File: config.mk
export PLATFORM = sky130hd
export DESIGN_NAME = framed_message_parser_core
export DESIGN_NICKNAME = d
export VERILOG_FILES = /design/src/rtl/core/fmp_pkg.sv /design/src/rtl/core/framed_message_parser_core.sv /design/src/rtl/core/fmp_cfg.sv /design/src/rtl/core/fmp_step.sv
export SDC_FILE = /design/constraint.sdc
export NUM_CORES = 1
export LEC_CHECK = 0
export BUFFER_PORTS_ARGS = -buffer_cell sky130_fd_sc_hd__buf_2
export CELL_PAD_IN_SITES_DETAIL_PLACEMENT = 1
export CELL_PAD_IN_SITES_GLOBAL_PLACEMENT = 1
export CORE_UTILIZATION = 48
export CTS_BUF_LIST = sky130_fd_sc_hd__clkbuf_16
export DETAILED_ROUTE_END_ITERATION = 12
export HOLD_SLACK_MARGIN = 0.02
export PLACE_DENSITY_LB_ADDON = 0.1
export SLEW_MARGIN = 15
export SYNTH_ARGS = -nofsm -noshare
export SYNTH_HDL_FRONTEND = slang
export SYNTH_SLANG_ARGS = --single-unit
File: constraint.sdc
create_clock -name clk -period 29.7 [get_ports clk]
set_clock_uncertainty 0.15 [all_clocks]
set_input_delay 5.94 -clock clk [delete_from_list [all_inputs] [get_ports clk]]
set_output_delay 5.94 -clock clk [all_outputs]
set_load 0.05 [all_outputs]
File: src/rtl/core/fmp_pkg.sv
// Shared types, phase and status codes, and the field width table of the message parser.
package fmp_pkg;

  localparam int unsigned ByteW   = 8;
  localparam int unsigned CodeW   = 5;
  localparam int unsigned ValueW  = 64;
  localparam int unsigned CountW  = 32;
  localparam int unsigned StatusW = 2;
  localparam int unsigned FbcW    = 3;
  localparam int unsigned AddrW   = 3;
  localparam int unsigned DataW   = 32;

  localparam logic [CountW-1:0] MAX_LEN_RESET = 32'd16777216;

  // Register indexes, taken from paddr[2].
  localparam logic REG_MAX_LEN = 1'b0;

  // Parse phases; a field phase equals the code of the token it emits.
  localparam logic [CodeW-1:0] PH_TYPE      = 5'd0;
  localparam logic [CodeW-1:0] PH_REJECT    = 5'd7;
  localparam logic [CodeW-1:0] PH_HINT      = 5'd8;
  localparam logic [CodeW-1:0] PH_ENT_COUNT = 5'd9;
  localparam logic [CodeW-1:0] PH_ENT_TERM  = 5'd10;
  localparam logic [CodeW-1:0] PH_ENT_TYPE  = 5'd12;
  localparam logic [CodeW-1:0] PH_ENT_LEN   = 5'd13;
  localparam logic [CodeW-1:0] PH_ENT_BYTE  = 5'd14;
  localparam logic [CodeW-1:0] PH_SNAP_TERM = 5'd15;
  localparam logic [CodeW-1:0] PH_SNAP_LEN  = 5'd17;
  localparam logic [CodeW-1:0] PH_SNAP_BYTE = 5'd18;
  localparam logic [CodeW-1:0] PH_CTX_LEN   = 5'd19;
  localparam logic [CodeW-1:0] PH_CTX_BYTE  = 5'd20;
  localparam logic [CodeW-1:0] PH_DONE      = 5'd21;
  localparam logic [CodeW-1:0] PH_PREFIX    = 5'd22;

  localparam logic [CodeW-1:0] CODE_STATUS = 5'd21;

  localparam logic [StatusW-1:0] ST_BUSY  = 2'd0;
  localparam logic [StatusW-1:0] ST_OK    = 2'd1;
  localparam logic [StatusW-1:0] ST_TRUNC = 2'd2;
  localparam logic [StatusW-1:0] ST_BAD   = 2'd3;

  localparam logic [1:0] PREFIX_LAST = 2'd3;

  typedef struct packed {
    logic [CodeW-1:0]  phase;
    logic [FbcW-1:0]   fbc;
    logic [ValueW-1:0] shift;
    logic [CountW-1:0] body_rem;
    logic [CountW-1:0] blob_rem;
    logic [CountW-1:0] ent_rem;
    logic [CountW-1:0] ent_cnt;
    logic              err;
    logic              halted;
  } fmp_state_t;

  typedef struct packed {
    logic               valid;
    logic [CodeW-1:0]   code;
    logic [ValueW-1:0]  value;
    logic [CountW-1:0]  ent;
    logic               last;
    logic               done;
    logic [StatusW-1:0] status;
  } fmp_token_t;

  // Byte count of each fixed field, modulo eight (an eight-byte field completes at zero).
  function automatic logic [FbcW-1:0] field_width(input logic [CodeW-1:0] ph);
    logic [FbcW-1:0] w;
    unique case (ph)
      PH_TYPE, PH_REJECT, PH_ENT_TYPE:                   w = 3'd1;
      PH_ENT_COUNT, PH_ENT_LEN, PH_SNAP_LEN, PH_CTX_LEN: w = 3'd4;
      default:                                           w = 3'd0;
    endcase
    return w;
  endfunction

endpackage

File: src/rtl/core/framed_message_parser_core.sv
// Byte-serial parser for length-prefixed messages: input register, parse state and result register.
// One received byte is accepted per clock and any token it produces is presented on the result
// port after passing the input register and the result register: the byte is held in the input
// register, the parse step updates the frame state, and any token lands in the result register.
// Sustained rate is one byte per cycle; it is set only by the result register: while a token
// waits on out_tready the next byte stays in the input register, and the input side stalls once
// that register is full. A frame opens with a 4-byte little-endian body length; a length of zero
// or above max_frame_length yields one status token with frame_done set and status 3, and the
// parser then ignores all bytes until reset. Every token of a frame that ends with status 2 is
// to be dropped.
module framed_message_parser_core (
  input  logic                          clk,
  input  logic                          rst_n,
  input  logic                          in_tvalid,
  output logic                          in_tready,
  input  logic [7:0]                    in_tdata,   // [7:0] rx_byte
  output logic                          out_tvalid,
  input  logic                          out_tready,
  // [63:0] field_value, [95:64] entry_number, [96] blob_last, [98:97] frame_status, rest zero
  output logic [103:0]                  out_tdata,
  output logic [4:0]                    out_tuser,  // [4:0] field_code
  output logic                          out_tlast,  // frame_done
  input  logic                          cfg_psel,
  input  logic                          cfg_penable,
  input  logic                          cfg_pwrite,
  input  logic [fmp_pkg::AddrW-1:0]     cfg_paddr,
  input  logic [fmp_pkg::DataW-1:0]     cfg_pwdata,
  output logic [fmp_pkg::DataW-1:0]     cfg_prdata,
  output logic                          cfg_pready
);

  logic [7:0]              in_byte_r;
  logic                    in_valid_r;
  logic                    advance;
  logic [31:0]             max_len;
  fmp_pkg::fmp_state_t     st_r;
  fmp_pkg::fmp_state_t     st_nxt;
  fmp_pkg::fmp_token_t     tok;
  fmp_pkg::fmp_token_t     out_tok_r;
  logic                    out_valid_r;
  logic                    out_valid_nxt;

  fmp_cfg u_cfg (
    .clk         (clk),
    .rst_n       (rst_n),
    .cfg_psel    (cfg_psel),
    .cfg_penable (cfg_penable),
    .cfg_pwrite  (cfg_pwrite),
    .cfg_paddr   (cfg_paddr),
    .cfg_pwdata  (cfg_pwdata),
    .cfg_prdata  (cfg_prdata),
    .cfg_pready  (cfg_pready),
    .max_len     (max_len)
  );

  fmp_step u_step (
    .st      (st_r),
    .rx_byte (in_byte_r),
    .max_len (max_len),
    .st_nxt  (st_nxt),
    .tok     (tok)
  );

  // The held byte is parsed whenever the result register is free or being drained.
  assign advance   = in_valid_r && (!out_valid_r || out_tready);
  assign in_tready = !in_valid_r || advance;

  always_ff @(posedge clk) begin
    if (!rst_n) begin
      in_valid_r <= 1'b0;
    end else if (in_tready) begin
      in_valid_r <= in_tvalid;
    end
  end

  always_ff @(posedge clk) begin
    if (in_tvalid && in_tready) begin
      in_byte_r <= in_tdata;
    end
  end

  always_ff @(posedge clk) begin
    if (!rst_n) begin
      st_r <= '{phase: fmp_pkg::PH_PREFIX, default: '0};
    end else if (advance) begin
      st_r <= st_nxt;
    end
  end

  assign out_valid_nxt = advance ? tok.valid : (out_valid_r && !out_tready);

  always_ff @(posedge clk) begin
    if (!rst_n) begin
      out_valid_r <= 1'b0;
    end else begin
      out_valid_r <= out_valid_nxt;
    end
  end

  always_ff @(posedge clk) begin
    if (advance && tok.valid) begin
      out_tok_r <= tok;
    end
  end

  assign out_tvalid = out_valid_r;
  assign out_tuser  = out_tok_r.code;
  assign out_tlast  = out_tok_r.done;
  assign out_tdata  = {5'd0, out_tok_r.status, out_tok_r.last, out_tok_r.ent, out_tok_r.value};

  a_halt_reports: assert property (@(posedge clk) disable iff (!rst_n)
    $rose(st_r.halted) |-> out_valid_r && out_tok_r.done
                           && (out_tok_r.status == fmp_pkg::ST_BAD))
    else $error("halt without a bad-length token");

  a_done_has_status: assert property (@(posedge clk) disable iff (!rst_n)
    out_valid_r && out_tok_r.done |-> out_tok_r.status != fmp_pkg::ST_BUSY)
    else $error("frame end token carries no status");

  a_blob_last_code: assert property (@(posedge clk) disable iff (!rst_n)
    out_valid_r && out_tok_r.last |-> (out_tok_r.code == fmp_pkg::PH_ENT_BYTE)
                                      || (out_tok_r.code == fmp_pkg::PH_SNAP_BYTE)
                                      || (out_tok_r.code == fmp_pkg::PH_CTX_BYTE))
    else $error("blob_last on a non-blob token");

  a_err_in_body: assert property (@(posedge clk) disable iff (!rst_n)
    st_r.err |-> st_r.phase != fmp_pkg::PH_PREFIX)
    else $error("frame error outside a frame body");

endmodule

File: src/rtl/core/fmp_cfg.sv
// APB register block holding the maximum frame length.
module fmp_cfg (
  input  logic                           clk,
  input  logic                           rst_n,
  input  logic                           cfg_psel,
  input  logic                           cfg_penable,
  input  logic                           cfg_pwrite,
  input  logic [fmp_pkg::AddrW-1:0]      cfg_paddr,
  input  logic [fmp_pkg::DataW-1:0]      cfg_pwdata,
  output logic [fmp_pkg::DataW-1:0]      cfg_prdata,
  output logic                           cfg_pready,
  output logic [fmp_pkg::CountW-1:0]     max_len
);

  logic [fmp_pkg::CountW-1:0] max_len_r;
  logic                       wr_en;

  assign cfg_pready = 1'b1;
  assign wr_en = cfg_psel && cfg_penable && cfg_pwrite && cfg_pready
                 && (cfg_paddr[2] == fmp_pkg::REG_MAX_LEN);

  always_ff @(posedge clk) begin
    if (!rst_n) begin
      max_len_r <= fmp_pkg::MAX_LEN_RESET;
    end else if (wr_en) begin
      max_len_r <= cfg_pwdata;
    end
  end

  assign cfg_prdata = (cfg_paddr[2] == fmp_pkg::REG_MAX_LEN) ? max_len_r : '0;
  assign max_len = max_len_r;

endmodule

File: src/rtl/core/fmp_step.sv
// Next-state and token logic for one received byte.
module fmp_step (
  input  fmp_pkg::fmp_state_t            st,
  input  logic [fmp_pkg::ByteW-1:0]      rx_byte,
  input  logic [fmp_pkg::CountW-1:0]     max_len,
  output fmp_pkg::fmp_state_t            st_nxt,
  output fmp_pkg::fmp_token_t            tok
);

  logic [fmp_pkg::ValueW-1:0]  merged;
  logic [fmp_pkg::FbcW-1:0]    fbc_inc;
  logic [fmp_pkg::FbcW-1:0]    fw;
  logic [fmp_pkg::CountW-1:0]  body_dec;
  logic [fmp_pkg::CountW-1:0]  blob_dec;
  logic [fmp_pkg::CountW-1:0]  ent_dec;
  logic [fmp_pkg::CountW-1:0]  plen;
  logic [fmp_pkg::CodeW-1:0]   ent_next_ph;
  logic                        has;
  logic                        is_blob;

  always_comb begin
    merged = st.shift;
    for (int i = 0; i < 8; i++) begin
      if (st.fbc == i[fmp_pkg::FbcW-1:0]) begin
        merged[8*i +: 8] = st.shift[8*i +: 8] | rx_byte;
      end
    end
  end

  assign fbc_inc  = st.fbc + 3'd1;
  assign fw       = fmp_pkg::field_width(st.phase);
  assign body_dec = st.body_rem - 32'd1;
  assign blob_dec = st.blob_rem - 32'd1;
  assign ent_dec  = st.ent_rem - 32'd1;
  assign plen     = merged[31:0];
  assign ent_next_ph = (ent_dec != '0) ? fmp_pkg::PH_ENT_TERM : fmp_pkg::PH_SNAP_TERM;
  assign is_blob  = (st.phase == fmp_pkg::PH_ENT_BYTE) || (st.phase == fmp_pkg::PH_SNAP_BYTE)
                    || (st.phase == fmp_pkg::PH_CTX_BYTE);

  always_comb begin
    st_nxt     = st;
    tok        = '0;
    tok.code   = fmp_pkg::CODE_STATUS;
    tok.status = fmp_pkg::ST_BUSY;
    has        = 1'b0;
    if (!st.halted) begin
      if (st.phase > fmp_pkg::PH_DONE) begin
        // Little-endian length prefix.
        if (st.fbc[1:0] != fmp_pkg::PREFIX_LAST) begin
          st_nxt.shift = merged;
          st_nxt.fbc   = fbc_inc;
        end else begin
          st_nxt.shift = '0;
          st_nxt.fbc   = '0;
          if ((plen == '0) || (plen > max_len)) begin
            st_nxt.halted = 1'b1;
            tok.valid     = 1'b1;
            tok.value     = {32'd0, plen};
            tok.done      = 1'b1;
            tok.status    = fmp_pkg::ST_BAD;
          end else begin
            st_nxt.body_rem = plen;
            st_nxt.phase    = fmp_pkg::PH_TYPE;
            st_nxt.err      = 1'b0;
          end
        end
      end else begin
        st_nxt.body_rem = body_dec;
        if (!st.err && (st.phase < fmp_pkg::PH_DONE)) begin
          if ((st.phase >= fmp_pkg::PH_ENT_TERM) && (st.phase <= fmp_pkg::PH_ENT_BYTE)) begin
            tok.ent = st.ent_cnt;
          end
          tok.code = st.phase;
          if (is_blob) begin
            has             = 1'b1;
            tok.value       = {56'd0, rx_byte};
            st_nxt.blob_rem = blob_dec;
            tok.last        = (blob_dec == '0);
            if (blob_dec == '0) begin
              if (st.phase == fmp_pkg::PH_ENT_BYTE) begin
                st_nxt.ent_cnt = st.ent_cnt + 32'd1;
                st_nxt.ent_rem = ent_dec;
                st_nxt.phase   = ent_next_ph;
              end else begin
                st_nxt.phase = st.phase + 5'd1;
              end
            end
          end else begin
            st_nxt.shift = merged;
            st_nxt.fbc   = fbc_inc;
            if (fbc_inc == fw) begin
              has          = 1'b1;
              tok.value    = merged;
              st_nxt.shift = '0;
              st_nxt.fbc   = '0;
              if (st.phase == fmp_pkg::PH_REJECT) begin
                tok.value    = {63'd0, (merged != '0)};
                st_nxt.phase = fmp_pkg::PH_HINT;
              end else if (st.phase == fmp_pkg::PH_ENT_COUNT) begin
                st_nxt.ent_rem = merged[31:0];
                st_nxt.ent_cnt = '0;
                st_nxt.phase   = (merged[31:0] != '0) ? fmp_pkg::PH_ENT_TERM
                                                      : fmp_pkg::PH_SNAP_TERM;
              end else if ((st.phase == fmp_pkg::PH_ENT_LEN)
                           || (st.phase == fmp_pkg::PH_SNAP_LEN)
                           || (st.phase == fmp_pkg::PH_CTX_LEN)) begin
                // A blob longer than the rest of the frame marks the frame truncated.
                if (merged > {32'd0, body_dec}) begin
                  st_nxt.err = 1'b1;
                end else begin
                  st_nxt.blob_rem = merged[31:0];
                  if (merged != '0) begin
                    st_nxt.phase = st.phase + 5'd1;
                  end else if (st.phase == fmp_pkg::PH_ENT_LEN) begin
                    st_nxt.ent_cnt = st.ent_cnt + 32'd1;
                    st_nxt.ent_rem = ent_dec;
                    st_nxt.phase   = ent_next_ph;
                  end else begin
                    st_nxt.phase = st.phase + 5'd2;
                  end
                end
              end else begin
                st_nxt.phase = st.phase + 5'd1;
              end
            end
          end
        end
        if (body_dec == '0) begin
          tok.valid  = 1'b1;
          tok.done   = 1'b1;
          tok.status = ((st_nxt.phase == fmp_pkg::PH_DONE) && !st_nxt.err)
                       ? fmp_pkg::ST_OK : fmp_pkg::ST_TRUNC;
          if ((tok.status == fmp_pkg::ST_TRUNC) || !has) begin
            tok.code  = fmp_pkg::CODE_STATUS;
            tok.value = '0;
            tok.ent   = '0;
            tok.last  = 1'b0;
          end
          st_nxt.phase    = fmp_pkg::PH_PREFIX;
          st_nxt.fbc      = '0;
          st_nxt.shift    = '0;
          st_nxt.blob_rem = '0;
          st_nxt.ent_rem  = '0;
          st_nxt.ent_cnt  = '0;
          st_nxt.err      = 1'b0;
        end else begin
          tok.valid = has;
        end
      end
    end
  end

endmodule

# == Yosys cells after proc, flatten, opt, wreduce, memory -nomap -nowiden ==
# Index checks and enable logic that the tools add are counted.
# word_totals
register_bits,349
in_bits,50
output_inout_bits,145
# classes
add_sub_neg,7
n_lt_le_gt_ge,6
n_eq_ne,30
n_mux,84
bitwise,11
reduce_logical,44
# ops
op,count
two-way mux 97 bit,7
two-way mux 64 bit,10
two-way mux 72 bit,5
two-way mux 102 bit,2
two-way mux 32 bit,6
two-way mux 96 bit,2
two-way mux 67 bit,2
two-way mux 106 bit,1
two-way mux 105 bit,1
two-way mux 104 bit,1
logical NOT 32 bit,3
"subtractor 32 x 1 -> 32 bit, second input constant",3
> comparator 64 x 32 -> 1 bit,1
two-way mux 8 bit,8
bitwise OR 8 bit,8
nonzero test 32 bit,2
nonzero test 64 bit,1
two-way mux 5 bit,12
two-way mux 33 bit,1
"adder 32 x 1 -> 32 bit, second input constant",1
> comparator 32 bit,1
"equality test 5 bit, second input constant",5
"equality test 5 x 4 -> 1 bit, second input constant",4
two-way mux 1 bit,18
other kinds (37),77

# == Depth between registers and ports, before layout ==
# logic_depth
ltp_word,24
ltp_mapped,22
depth_no_buf,20

# == Cells and area by module ==
# From an unflattened synthesis, not the netlist that was laid out.
# hier_totals
cells_unflattened,3391
hier_area_um2,25834.8
# modules_own_cells
mod,n_inst,cells_each,area_per_inst_um2
fmp_step,1,2207,12848.6
framed_message_parser_core,1,1007,11443.5
fmp_cfg,1,177,1542.7

# == Least setup slack after synthesis ==
# Ideal clock, no wire load.
# synth_path
path_kind,input -> register
startpoint,input port out_tready
endpoint,"register out_tok_r (netlist bit out_tdata[0]), enable pin"
setup_time_ps,732
arrival_time_ps,14160
t_required_ps,28818
slack_ps,14658
path_stages,4
n_path_buf,0
path_cell_list,nor2b_1 nand2b_1 nor2_1 a21boi_0
# synth_via
elab_chain_cells,3
# synth_rtl
element,line,text
start: declaration,framed_message_parser_core.sv:18,"input logic out_tready,"
logical OR 1 bit,framed_message_parser_core.sv:65,assign advance = in_valid_r && (!out_valid_r || out_tready);
logical AND 1 bit,framed_message_parser_core.sv:65,
logical AND 1 bit,framed_message_parser_core.sv:101,if (advance && tok.valid) begin
end signal: assignment,framed_message_parser_core.sv:102,out_tok_r <= tok;
end: declaration,framed_message_parser_core.sv:39,fmp_pkg::fmp_token_t out_tok_r;
# Every way passes these cells.
# A chain may end at the register's enable or synchronous reset.

# == Worst setup path after layout ==
# layout_path
startpoint,input port cfg_paddr[2] (netlist name)
endpoint,output port cfg_prdata[0] (netlist name)
# layout_via
elab_chain_cells,1
# layout_rtl
element,line,text
start: declaration,framed_message_parser_core.sv:26,"input logic [fmp_pkg::AddrW-1:0] cfg_paddr,"
two-way mux 32 bit,fmp_cfg.sv:30,assign cfg_prdata = (cfg_paddr[2] == fmp_pkg::REG_MAX_LEN) ? max_len_r : '0;
end: declaration,framed_message_parser_core.sv:28,"output logic [fmp_pkg::DataW-1:0] cfg_prdata,"
# Every way passes these cells.

==> results by group <==
Clock network
  • Cts bufs inserted: 40
  • Clk buf depth: 3
  • CTS tree: built
  • Clock Root Buffer: clkbuf_16
  • # H-tree levels: 2
  • # resized after CTS: 0
  • Clock-pin slew on the worst setup and hold paths: 0.06 ns
  • Post-CTS Setup Inserts: 0
  • Cts hold-fix bufs: 0
  • Worst skew pair latency: 0.57 ns
  • CTS sink count: around 350

Timing
  • Worst-margin pin slew: 1.20 ns
  • Unrepaired setup endpoints after global routing: no
  • # setup viols final: 0
  • Slew Limit Fails: 0
  • Slew margin rel.: 0.202
  • Setup TNS: 0 ns
  • Final Hold Fails: 0
  • Setup slack after layout: ~17 ns
  • Fin crit period: 12.85 ns
  • Max Freq: just under 0.08 GHz
  • Tcrit/Tclk final: 0.433

Detailed routing
  • DRT Wirelength: 69900 um
  • TritonRoute pass-1 iters: 5
  • ANT nets after route: 0
  • 1st-iter DRT viols: 1182
  • Remaining DRCs: 0
  • DR vias/cell: ~6.2
  • WL per Instance: roughly 23 um
  • Total number of vias: 19.0k

Finish
  • Commonest cells after routing, fill and taps aside: nand2_1 (324), nor2_1 (246), a21oi_1 (239)
  • Fillers: a little under 5k
  • Layout Nets: 2651
  • Most common cell after layout, fill and taps aside: nand2_1
  • Footprint of the multi-input gates: 10500 um2
  • Post-route cell area: 22200 um2
  • Layout cells sized above 1: 0.130
  • Layout area overhead: 13.8%
  • Seq. cell area: approximately 8000 um2

Die
  • Die area: 41500 um2
  • Die W: 204 um
  • Rows: 73
  • # IOs: 195
  • Core area: roughly 40000 um2
  • Die span in y: 204 um
  • Starting Density: 0.489

Global routing
  • Initial antenna violation count: 1
  • All-Layer GR Usage: 0.332
  • Vias in the first global route: between 15k and 20k
  • First-pass GRT wire length: 108000 um
  • Grt total ovfl: 0
  • Largest net degree at the start of global routing: 76

Worst setup path
  • Setup CP Type: in -> out
  • CP Launch Type: input pin
  • Reg-to-reg slack, setup: 21.89 ns
  • Critical path data arrival time: 6.76 ns
  • Worst-path maximum fanout: 34
  • Req. time, crit path: 23.61 ns
  • CP Capture Type: primary output

Synthesis
  • Netlist Area Pre-Place: 19500 um2
  • #FFs+latches synth: ~350
  • Multiplexer area fraction after synthesis: 0.00205
  • Largest family of logic cells by synthesized area: simple AND/OR/NAND/NOR gates
  • Syn Inst Count: 2392
  • Synth cell types: 82
  • Syn Area/Cell: 8.16 um2
  • Synth Warn #: 0
  • Post-synthesis adder-cell area fraction: 0.0551
  • Post-synth EDFFs: 113
  • Primary FF master, synth: dfxtp_1
  • Register area share after synthesis: 0.416
  • Async set-reset flop share out of synthesis: 0
  • Post-synth top area cell: dfxtp_1
  • Top post-synthesis cells by area: dfxtp_1 (24%), edfxtp_1 (17%), nand2_1 (6.2%), a21oi_1 (6.2%), ha_1 (5.5%)
  • Post-synth top area share: 0.242
  • Synth Area in Compound Gates: 0.185
  • Simple-gate share of the synthesized area: 0.243
  • XOR/XNOR share of the synthesized area: 0.0484

Pwr
  • Maximum VDD drop: between 30 and 40 uV
  • Switch Pwr: 0.000288 W
  • Reg power frac: 0.460
  • Gate power share: 0.096
  • Clk pwr share: 0.445
  • LEAKAGE: 8.78 nW
  • Power Internal: 0.000798 W
  • Switching part of the total power: 0.265
  • P per Cell Area: 48.8 nW/um2

Placement
  • Dpl cell area: 20900 um2
  • Post-DP HPWL: 47400 um
  • Pre-CTS setup slack: about 17 ns
  • I/O Buffers: 186
  • GP Congestion: 0.934

Status
  • Status: finished, final reports clean

Job
  • Max-capacitance violation count: 0

Hold path
  • Worst hold-check path type: reg -> reg
final timing paths:
check | cells past startpoint | startpoint | to
setup reg to reg | 19 | st_r[100]$_SDFFE_PN0P_ | out_tuser[0]$_SDFFCE_PP1P_
setup / recovery | 3 | cfg_paddr[2] | cfg_prdata[0]
hold / removal | 2 | u_cfg.max_len[11]$_SDFFE_PN0P_ | u_cfg.max_len[11]$_SDFFE_PN0P_
hold reg to reg | 2 | u_cfg.max_len[11]$_SDFFE_PN0P_ | u_cfg.max_len[11]$_SDFFE_PN0P_
per-stage QoR:
stage	util	std cells	total power, W	hold WS (ns)
after floorplan	-	2396	0.000569	0.276
after global placement	0.525	2997	0.000605	0.285
after detailed placement	0.525	2997	0.000610	0.293
after CTS	0.556	3071	0.00109	0.306
after global routing	0.557	3072	0.00112	0.328
final	0.557	3073	0.00109	0.305
per-layer routing:
layer / global-route usage / vias to the layer above / part of all wire
met5: 0 / - / 0
met4: 0.182 / 0 / 0.054
met3: 0.0594 / 170 / 0.060
met2: 0.548 / 639 / 0.47
met1: 0.410 / 9357 / 0.42
li1: - / 8823 / -
cells by family (layout without fill, tap and decap cells):
family,after synthesis,in the layout
and+or+nand+nor,988,988
buffers and inverters,253,404
DFF,349,349
muxes,4,4
adders and majority gates,86,86
other,2,7
xor gates and xnor gates,108,108
AOI/OAI and AO/OA,602,602
state kept, by name, summed over array words and instances (netlist names):
name and cells:
in_byte_r 8, in_valid_r 1, out_tdata 99, out_tlast 1, out_tuser 5, out_tvalid 1, st_r 202, u_cfg.max_len 32
final cells by class:
cell class	instances	share of cell area
multi-input cells	1794	0.473
flip-flops and latches	349	0.365
repair buffers	239	0.0607
clock buffers	42	0.0473
well taps	525	0.0295
inverters	91	0.0155
clock inverters	32	0.00906
diodes	1	0.000113
worst max-delay path, stage by stage:
cell and delay [ns]:
buf_2 0.46, nor2b_1 0.11, buf_2 0.24
cells in the mapped netlist (5+ instances only):
master and count:
edfxtp_1 113, or4_1 18, ha_1 86, a22o_1 10
dfxtp_1 236, a31oi_1 9, inv_1 90, xor2_1 57
nand2b_1 6, a21oi_1 242, or2_2 9, a21o_1 20
or3_1 23, nand4_1 41, a211oi_1 10, nor2_1 247
a2111oi_0 8, o31a_1 7, o31ai_1 10, and3_1 48
o211ai_1 32, clkbuf_1 140, nor4_1 51, nand3_1 95
o21ai_1 5, nand2_1 325, o21a_1 9, buf_4 7
nor3_1 49, nand3b_1 8, buf_2 7, xnor2_1 51
and2_1 12, o22ai_1 54, o2bb2ai_1 7, buf_1 7
nor4b_1 12, o21ai_0 130, nor2b_1 12
power groups by stage:
stage                     Sequential, W  Combinational, W  Clock, W
after detailed placement       0.000509          0.000101         0
after global placement         0.000509         0.0000966         0
final                          0.000499          0.000104  0.000483
after CTS                      0.000499          0.000102  0.000490
after floorplan                0.000507         0.0000620         0
after global routing           0.000499          0.000112  0.000505
(Power assumes the default switching activity.)
